<file path="config.mk">
export PLATFORM = sky130hd
export DESIGN_NAME = lru_tag_cache
export DESIGN_NICKNAME = d
export VERILOG_FILES = /design/src/hdl/ltc_pkg.sv /design/src/hdl/lru_tag_cache.sv /design/src/hdl/ltc_cell.sv
export SDC_FILE = /design/constraint.sdc
export NUM_CORES = 2
export LEC_CHECK = 0
export ABC_AREA = 0
export BUFFER_PORTS_ARGS = -buffer_cell sky130_fd_sc_hd__buf_2
export CAP_MARGIN = 20
export CORE_MARGIN = 10
export CORE_UTILIZATION = 38
export DETAILED_ROUTE_END_ITERATION = 12
export GPL_TIMING_DRIVEN = 0
export SKIP_LAST_GASP = 1
export SLEW_MARGIN = 20
export SYNTH_ARGS = -nofsm -noshare
export SYNTH_HDL_FRONTEND = slang
export SYNTH_HIERARCHICAL = 1
export SYNTH_SLANG_ARGS = --single-unit
</file>
<file path="constraint.sdc">
create_clock -name clock -period 13.05 [get_ports clock]
set_input_delay 2.61 -clock clock [delete_from_list [all_inputs] [get_ports clock]]
set_output_delay 2.61 -clock clock [all_outputs]
set_load 0.01 [all_outputs]
</file>
<file path="src/hdl/ltc_pkg.sv">
// ltc_pkg: shared constants and types for the lru tag cache
// no dependencies; used by lru_tag_cache
package ltc_pkg;

   localparam int DEF_ENTRIES = 16;
   localparam int DEF_KEY_W   = 32;
   localparam int DEF_DATA_W  = 32;

   // capacity register
   localparam int CAP_W = 5;
   localparam logic [CAP_W-1:0] CAP_RESET = 5'd16;

   // request commands
   localparam logic CMD_GET = 1'b0;
   localparam logic CMD_PUT = 1'b1;

   typedef enum logic [2:0] {
      ST_IDLE   = 3'b001,
      ST_LOOK   = 3'b010,
      ST_UPDATE = 3'b100
   } state_type;

endpackage

</file>
<file path="src/hdl/lru_tag_cache.sv">
// lru_tag_cache: fully associative cache with least-recently-used replacement
// depends on ltc_pkg and ltc_cell
//
// Usage: raise start with req_command (get or put), req_key_tag and
// req_value_in; the item is taken at a clock edge where start is high and
// busy is low. Exactly one result follows: rsp_strobe is high for one cycle
// with rsp_hit, rsp_value_out, rsp_evicted and rsp_evicted_key valid. The
// receiver cannot stall and must take the result in that cycle.
// Entries sit in a chain of cells ordered by recency; the least recent one
// is the last valid cell. A lookup compares all cells in parallel.
// Sequence: accept, a compare in the look state, then an update state in
// which the result is shown; the next item is taken only once the cache is
// idle again, set by the registered compare followed by the chain shift.
// csr_write_en with csr_write_data sets the capacity; write only while
// idle. A capacity of 0 acts as 1, above ENTRIES acts as ENTRIES.
// Reset (synchronous, active high) empties the cache and sets the capacity
// to 16; no clearing pass is needed.
module lru_tag_cache #(
   parameter int ENTRIES = ltc_pkg::DEF_ENTRIES,
   parameter int KEY_W   = ltc_pkg::DEF_KEY_W,
   parameter int DATA_W  = ltc_pkg::DEF_DATA_W
) (
   input  logic                     clock,
   input  logic                     reset,
   input  logic                     start,
   output logic                     busy,
   input  logic                     req_command,
   input  logic [KEY_W-1:0]         req_key_tag,
   input  logic [DATA_W-1:0]        req_value_in,
   input  logic                     csr_write_en,
   input  logic [ltc_pkg::CAP_W-1:0] csr_write_data,
   output logic                     rsp_strobe,
   output logic                     rsp_hit,
   output logic [DATA_W-1:0]        rsp_value_out,
   output logic                     rsp_evicted,
   output logic [KEY_W-1:0]         rsp_evicted_key
);

   localparam int CNT_W = $clog2(ENTRIES+1);
   localparam int IDX_W = $clog2(ENTRIES);
   localparam int EW    = (CNT_W > ltc_pkg::CAP_W) ? CNT_W : ltc_pkg::CAP_W;

   ltc_pkg::state_type state_ff, state_in;

   logic [ltc_pkg::CAP_W-1:0] capacity_ff, capacity_in;
   logic [CNT_W-1:0]          count_ff, count_in;

   // latched request
   logic              cmd_ff;
   logic [KEY_W-1:0]  key_ff;
   logic [DATA_W-1:0] val_ff;

   // lookup outcome
   logic              hit_ff, hit_in;
   logic              evict_ff, evict_in;
   logic [DATA_W-1:0] hit_data_ff, hit_data_in;
   logic [CNT_W-1:0]  stop_ff, stop_in;

   // result registers
   logic              strobe_ff;
   logic              out_hit_ff;
   logic [DATA_W-1:0] out_value_ff;
   logic              out_evicted_ff;
   logic [KEY_W-1:0]  out_evkey_ff;

   // cell chain wiring
   logic              cell_valid   [ENTRIES];
   logic [KEY_W-1:0]  cell_key     [ENTRIES];
   logic [DATA_W-1:0] cell_data    [ENTRIES];
   logic              cell_match   [ENTRIES];
   logic [DATA_W-1:0] cell_mdata   [ENTRIES];
   logic [KEY_W-1:0]  cell_selkey  [ENTRIES];

   logic              accept;
   logic              update;
   logic [CNT_W-1:0]  sel_pos;
   logic [DATA_W-1:0] new_data;
   logic              any_match;
   logic [IDX_W-1:0]  match_pos;
   logic [DATA_W-1:0] match_data;
   logic [KEY_W-1:0]  last_key;
   logic [EW-1:0]     cap_ext;
   logic [EW-1:0]     eff_cap;
   logic              full;

   assign accept = start && (state_ff == ltc_pkg::ST_IDLE);
   assign busy   = (state_ff != ltc_pkg::ST_IDLE);
   assign update = (state_ff == ltc_pkg::ST_UPDATE) &&
                   (hit_ff || (cmd_ff == ltc_pkg::CMD_PUT));

   // least recent valid entry sits at count-1
   assign sel_pos  = count_ff - CNT_W'(1);
   assign new_data = (cmd_ff == ltc_pkg::CMD_PUT) ? val_ff : hit_data_ff;

   genvar g;
   generate
      for (g = 0; g < ENTRIES; g++) begin : g_cell
         logic              pv;
         logic [KEY_W-1:0]  pk;
         logic [DATA_W-1:0] pd;
         if (g == 0) begin : g_head
            // head of the chain takes the promoted or inserted entry
            assign pv = 1'b1;
            assign pk = key_ff;
            assign pd = new_data;
         end else begin : g_body
            assign pv = cell_valid[g-1];
            assign pk = cell_key[g-1];
            assign pd = cell_data[g-1];
         end
         ltc_cell #(
            .IDX     (g),
            .ENTRIES (ENTRIES),
            .KEY_W   (KEY_W),
            .DATA_W  (DATA_W)
         ) u_cell (
            .clock      (clock),
            .reset      (reset),
            .update     (update),
            .stop       (stop_ff),
            .sel        (sel_pos),
            .cmp_key    (key_ff),
            .prev_valid (pv),
            .prev_key   (pk),
            .prev_data  (pd),
            .valid      (cell_valid[g]),
            .key        (cell_key[g]),
            .data       (cell_data[g]),
            .match      (cell_match[g]),
            .match_data (cell_mdata[g]),
            .sel_key    (cell_selkey[g])
         );
      end
   endgenerate

   // keys are unique among valid cells, so matches are one-hot
   always_comb begin
      any_match  = 1'b0;
      match_pos  = '0;
      match_data = '0;
      last_key   = '0;
      for (int i = 0; i < ENTRIES; i++) begin
         any_match  = any_match | cell_match[i];
         match_pos  = match_pos | (IDX_W'(i) & {IDX_W{cell_match[i]}});
         match_data = match_data | cell_mdata[i];
         last_key   = last_key | cell_selkey[i];
      end
   end

   always_comb begin
      cap_ext = EW'(capacity_ff);
      if (capacity_ff == '0) begin
         eff_cap = EW'(1);
      end else if (cap_ext > EW'(ENTRIES)) begin
         eff_cap = EW'(ENTRIES);
      end else begin
         eff_cap = cap_ext;
      end
   end

   assign full = (EW'(count_ff) >= eff_cap) && (count_ff != '0);

   always_comb begin
      hit_in      = hit_ff;
      evict_in    = evict_ff;
      hit_data_in = hit_data_ff;
      stop_in     = stop_ff;
      if (state_ff == ltc_pkg::ST_LOOK) begin
         hit_in      = any_match;
         hit_data_in = match_data;
         evict_in    = !any_match && (cmd_ff == ltc_pkg::CMD_PUT) && full;
         priority if (any_match) begin
            stop_in = CNT_W'(match_pos);
         end else if ((cmd_ff == ltc_pkg::CMD_PUT) && full) begin
            stop_in = sel_pos;
         end else begin
            stop_in = count_ff;
         end
      end
   end

   always_comb begin
      state_in = state_ff;
      unique case (state_ff)
         ltc_pkg::ST_IDLE: begin
            if (start) state_in = ltc_pkg::ST_LOOK;
         end
         ltc_pkg::ST_LOOK: begin
            state_in = ltc_pkg::ST_UPDATE;
         end
         ltc_pkg::ST_UPDATE: begin
            state_in = ltc_pkg::ST_IDLE;
         end
         default: begin
            state_in = ltc_pkg::ST_IDLE;
         end
      endcase
   end

   always_comb begin
      count_in = count_ff;
      if ((state_ff == ltc_pkg::ST_UPDATE) && (cmd_ff == ltc_pkg::CMD_PUT) &&
          !hit_ff && !evict_ff) begin
         count_in = count_ff + CNT_W'(1);
      end
   end

   assign capacity_in = csr_write_en ? csr_write_data : capacity_ff;

   always_ff @(posedge clock) begin
      if (reset) begin
         state_ff    <= ltc_pkg::ST_IDLE;
         count_ff    <= '0;
         capacity_ff <= ltc_pkg::CAP_RESET;
         strobe_ff   <= 1'b0;
      end else begin
         state_ff    <= state_in;
         count_ff    <= count_in;
         capacity_ff <= capacity_in;
         strobe_ff   <= (state_ff == ltc_pkg::ST_LOOK);
      end
   end

   always_ff @(posedge clock) begin
      if (accept) begin
         cmd_ff <= req_command;
         key_ff <= req_key_tag;
         val_ff <= req_value_in;
      end
      hit_ff      <= hit_in;
      evict_ff    <= evict_in;
      hit_data_ff <= hit_data_in;
      stop_ff     <= stop_in;
      if (state_ff == ltc_pkg::ST_LOOK) begin
         out_hit_ff     <= any_match;
         out_value_ff   <= (cmd_ff == ltc_pkg::CMD_GET) ? match_data : '0;
         out_evicted_ff <= evict_in;
         out_evkey_ff   <= evict_in ? last_key : '0;
      end
   end

   assign rsp_strobe      = strobe_ff;
   assign rsp_hit         = out_hit_ff;
   assign rsp_value_out   = out_value_ff;
   assign rsp_evicted     = out_evicted_ff;
   assign rsp_evicted_key = out_evkey_ff;

endmodule

</file>
<file path="src/hdl/ltc_cell.sv">
// ltc_cell: one position of the recency stack (position IDX, 0 = most recent)
// compares its key, and on update loads the entry of the position above it
// depends on nothing outside this file
module ltc_cell #(
   parameter int IDX     = 0,
   parameter int ENTRIES = 16,
   parameter int KEY_W   = 32,
   parameter int DATA_W  = 32
) (
   input  logic                             clock,
   input  logic                             reset,
   input  logic                             update,
   input  logic [$clog2(ENTRIES+1)-1:0]     stop,
   input  logic [$clog2(ENTRIES+1)-1:0]     sel,
   input  logic [KEY_W-1:0]                 cmp_key,
   input  logic                             prev_valid,
   input  logic [KEY_W-1:0]                 prev_key,
   input  logic [DATA_W-1:0]                prev_data,
   output logic                             valid,
   output logic [KEY_W-1:0]                 key,
   output logic [DATA_W-1:0]                data,
   output logic                             match,
   output logic [DATA_W-1:0]                match_data,
   output logic [KEY_W-1:0]                 sel_key
);

   localparam int CNT_W = $clog2(ENTRIES+1);
   localparam logic [CNT_W-1:0] MY_POS = CNT_W'(IDX);

   logic              valid_ff, valid_in;
   logic [KEY_W-1:0]  key_ff, key_in;
   logic [DATA_W-1:0] data_ff, data_in;
   logic              load;

   // positions at or above the stop point take their neighbor's entry
   assign load = update && (stop >= MY_POS);

   always_comb begin
      valid_in = valid_ff;
      key_in   = key_ff;
      data_in  = data_ff;
      if (load) begin
         valid_in = prev_valid;
         key_in   = prev_key;
         data_in  = prev_data;
      end
   end

   always_ff @(posedge clock) begin
      if (reset) begin
         valid_ff <= 1'b0;
      end else begin
         valid_ff <= valid_in;
      end
   end

   always_ff @(posedge clock) begin
      key_ff  <= key_in;
      data_ff <= data_in;
   end

   assign valid      = valid_ff;
   assign key        = key_ff;
   assign data       = data_ff;
   assign match      = valid_ff && (key_ff == cmp_key);
   assign match_data = data_ff & {DATA_W{match}};
   assign sel_key    = key_ff & {KEY_W{sel == MY_POS}};

endmodule
</file>
==> impl_metrics.ini <==
[critical_path]
r2r_end = rsp_evicted_key[21]$_SDFFCE_PN0P_
arrival_ps = 6740
worstSetupPathType = flop to flop
worst_setup_path_start_kind = flop
rrSetupSlack_ps = 6730
timing.rr.start = g_cell[0].pk[25]$_DFFE_PP_
reg2reg_depth = 15
crit_required_ps = 13460
endpoint_kind = flop
worstPathMaxFanout = 11

[hold_path]
worstHoldEndpoint = g_cell[5].u_cell/data[22]$_DFFE_PP_
hold_class = flop to flop
hp-start = g_cell[4].u_cell/data[22]$_DFFE_PP_
holdPathStages = 0

[status]
status = finished clean

[placement]
placed_area_mm2 = 0.0660
dp_hpwl_um = 169000
portBuffers = 140
place_congestion = 0.960

[clock_network]
htree_num_levels = 4
clock_latency_ps = 800
cts_tree = yes
cts_resized = 0
cts.sinks = 1223
holdBufCountCts = 0
root_buffer = clkbuf_16
clkSlewWorstSetupHoldPaths_ps = 60
numCtsBuffers = 138
clk_path_buf_depth = 3
cts_setup_buffers = 0

[global_routing]
antenna_found_initial = 12
grt_pass1_vias = 40400
grt_first_pass_wirelength_um = 306000
grt_max_degree = 64
grt.overflow.total = 0
grt_usage = 0.244

[die]
dieArea_mm2 = 0.175
die_h_um = 418
fp.dieW_um = 418
io-pin-count = 142
start_util = 0.381
std_cell_rows = 146
core_area_mm2 = 0.158

[timing]
period_needed_ps = 6320
final_max_slew_viol_count = 0
fin_setup_tns_ps = 0
finalHoldViolCount = 0
rsz0062_at_grt = no
setup_violations = 0
max_slew.worst_pin.slew_ps = 1360
fin_crit_sh = 0.485
fmax_mhz = 158
maxSlewHeadroom = 0.0817
skew_ps = 36.2

[drt]
wire_per_inst_um = 31.3
dr.first_iter.drc_count = 4917
drtAntennaViolNets = 0
drc = 0
drt_first_pass_iters = 8
avgViaCountPerCell = 5.90
wl_um = 220000
dr_total_vias = 41300

[cells_and_area]
areaGrowthSynthToFinish_pct = 17.0
final_common_cell = edfxtp_1
mostFrequentLayoutCells = 1192 x edfxtp_1, 458 x and2_1, 415 x nor4_2
fillers = 14300
layout-drive-gt1-share = 0.240
nNetsFinal = 4898
design_area_mm2 = 0.0705

[yosys]
synth-seq-cells = 1223
yosysTopAreaCell = edfxtp_1
syn_avg_cell_area_um2 = 13.7
synth_top_cell_area_share = 0.594
synth_edf_count = 1192
synth_area_leaders = edfxtp_1 59%, nor4_2 8.3%, and2_1 4.8%, xor2_1 4.6%, nor4_1 3.7%
yosys_warnings = 6
synth_nets = 4489
synth_seq_area_share = 0.605
synth-main-ff-cell = edfxtp_1
syn_area_mm2 = 0.0602
ys_async_sr_fraction = 0
syn_inst = 4407
ys_types = 91

[power_and_ir_drop]
p_leak_nw = 22.3
pwr-share-clk = 0.451
p_sw_mw = 1.94
power.ir.vdd_worst_v = 0.000140
seqPwrFrac = 0.505
swShare = 0.227
pwr-share-comb = 0.044
internal-power_mw = 6.62
p_per_area_mw_per_mm2 = 121

[run]
drv_cap = 0
## metrics by stage
| stage | hold WS, ps | power [mW] | util | setup slack [ps] | std cells |
|---|---|---|---|---|---|
| CTS | 430 | 8.59 | 0.445 | 6850 | 6995 |
| finish | 430 | 8.56 | 0.446 | 6730 | 7006 |
| global route | 439 | 8.77 | 0.446 | 6950 | 6999 |
| floorplan | 417 | 4.57 | - | 4640 | 4407 |
| global placement | 422 | 4.72 | 0.402 | -2040 | 6619 |
| detailed placement | 427 | 4.77 | 0.417 | 6860 | 6745 |
## layout make-up
cell class | count | area (µm²) | area share
flip-flops and latches | 1223 | 36400 | 0.517
multi-input cells | 2670 | 21500 | 0.306
clock buffers | 183 | 3820 | 0.0542
repair buffers | 269 | 2790 | 0.0396
well taps | 2072 | 2590 | 0.0368
plain buffers | 286 | 1870 | 0.0266
inverters | 228 | 861 | 0.0122
clock inverters | 67 | 554 | 0.00787
diodes | 8 | 20.0 | 0.000284
## synth_stat cells (8+ instances only)
cell,n
xor2_1,313
buf_12,27
nor3_1,40
nor4_1,355
nor2_1,49
a2111oi_0,13
edfxtp_1,1192
nand2_1,81
and3_1,95
nor3_2,31
o21a_1,8
or4_1,10
ha_1,8
a222oi_1,8
mux2i_1,21
clkinv_1,8
nand2b_1,63
xnor2_1,78
inv_1,213
o2111ai_1,17
nand4_1,291
nand3_1,46
o221ai_1,8
nor2b_1,85
clkbuf_1,139
dfxtp_1,31
mux2_2,32
buf_6,31
buf_1,32
and2_2,8
nor4_2,398
and2_1,458
buf_2,46
a41oi_2,29
## power groups by stage
stage                     Clock [mW]  Sequential, mW  Combinational, mW
after floorplan                    0            4.41              0.156
after global routing            4.06            4.32              0.389
after detailed placement           0            4.41              0.364
final                           3.86            4.32              0.378
after CTS                       3.91            4.32              0.365
after global placement             0            4.46              0.263
## logic make-up (layout without fill, tap and decap cells)
group,after synthesis,count (layout),share of synthesized area
adders and majority gates,8,8,0.00166
DFF,1223,1223,0.605
other,1,9,0.0000623
AOI/OAI and AO/OA,159,159,0.0281
buffers and inverters,514,1033,0.0453
muxes,53,53,0.00948
xor gates and xnor gates,391,391,0.0569
and+or+nand+nor,2058,2058,0.254
## how the worst max path moves through the flow
stage | start | to | slack, ps | cells past startpoint
global placement | cmd_ff$_DFFE_PP_ | g_cell[5].u_cell/valid$_SDFFE_PP0P_ | -2040 | 7
CTS | g_cell[0].pk[20]$_DFFE_PP_ | rsp_evicted_key[21]$_SDFFCE_PN0P_ | 6850 | 13
finish | g_cell[0].pk[25]$_DFFE_PP_ | rsp_evicted_key[21]$_SDFFCE_PN0P_ | 6730 | 15
global route | g_cell[0].pk[25]$_DFFE_PP_ | rsp_evicted_key[21]$_SDFFCE_PN0P_ | 6950 | 15
floorplan | cmd_ff$_DFFE_PP_ | g_cell[5].u_cell/valid$_SDFFE_PP0P_ | 4640 | 7
detailed placement | g_cell[0].pk[20]$_DFFE_PP_ | rsp_evicted_key[21]$_SDFFCE_PN0P_ | 6860 | 13
## routing by layer
layer	up-vias	global-route usage	wire length, µm
met5	-	0	24
met4	4	0.136	14000
met3	528	0.0520	18700
met2	2215	0.378	98700
met1	20800	0.317	88200
li1	17800	-	-
## sequential cells by signal (all words and copies together) (netlist names)
signal               flops
cap_ext                  5
cmd_ff                   1
count_ff                 5
evict_ff                 1
g_cell.pk               32
g_cell.u_cell/data     512
g_cell.u_cell/key      512
g_cell.u_cell/valid     16
hit_data_ff             32
rsp_evicted              1
rsp_evicted_key         32
rsp_hit                  1
rsp_strobe               1
rsp_value_out           32
state_ff                 3
stop_ff                  5
val_ff                  32
## worst max-delay path: stages, from the launching register on
cell,delay [ps]
edfxtp_1,560
buf_8,240
buf_8,170
xor2_1,150
nor4_1,730
nand4_1,1170
buf_1,620
nor3_2,380
nor4_1,110
and2_1,210
and3_4,170
inv_2,140
nor3_2,70
a22oi_2,710
buf_6,310
a41oi_2,140
Power figures use the tool's default switching activity.
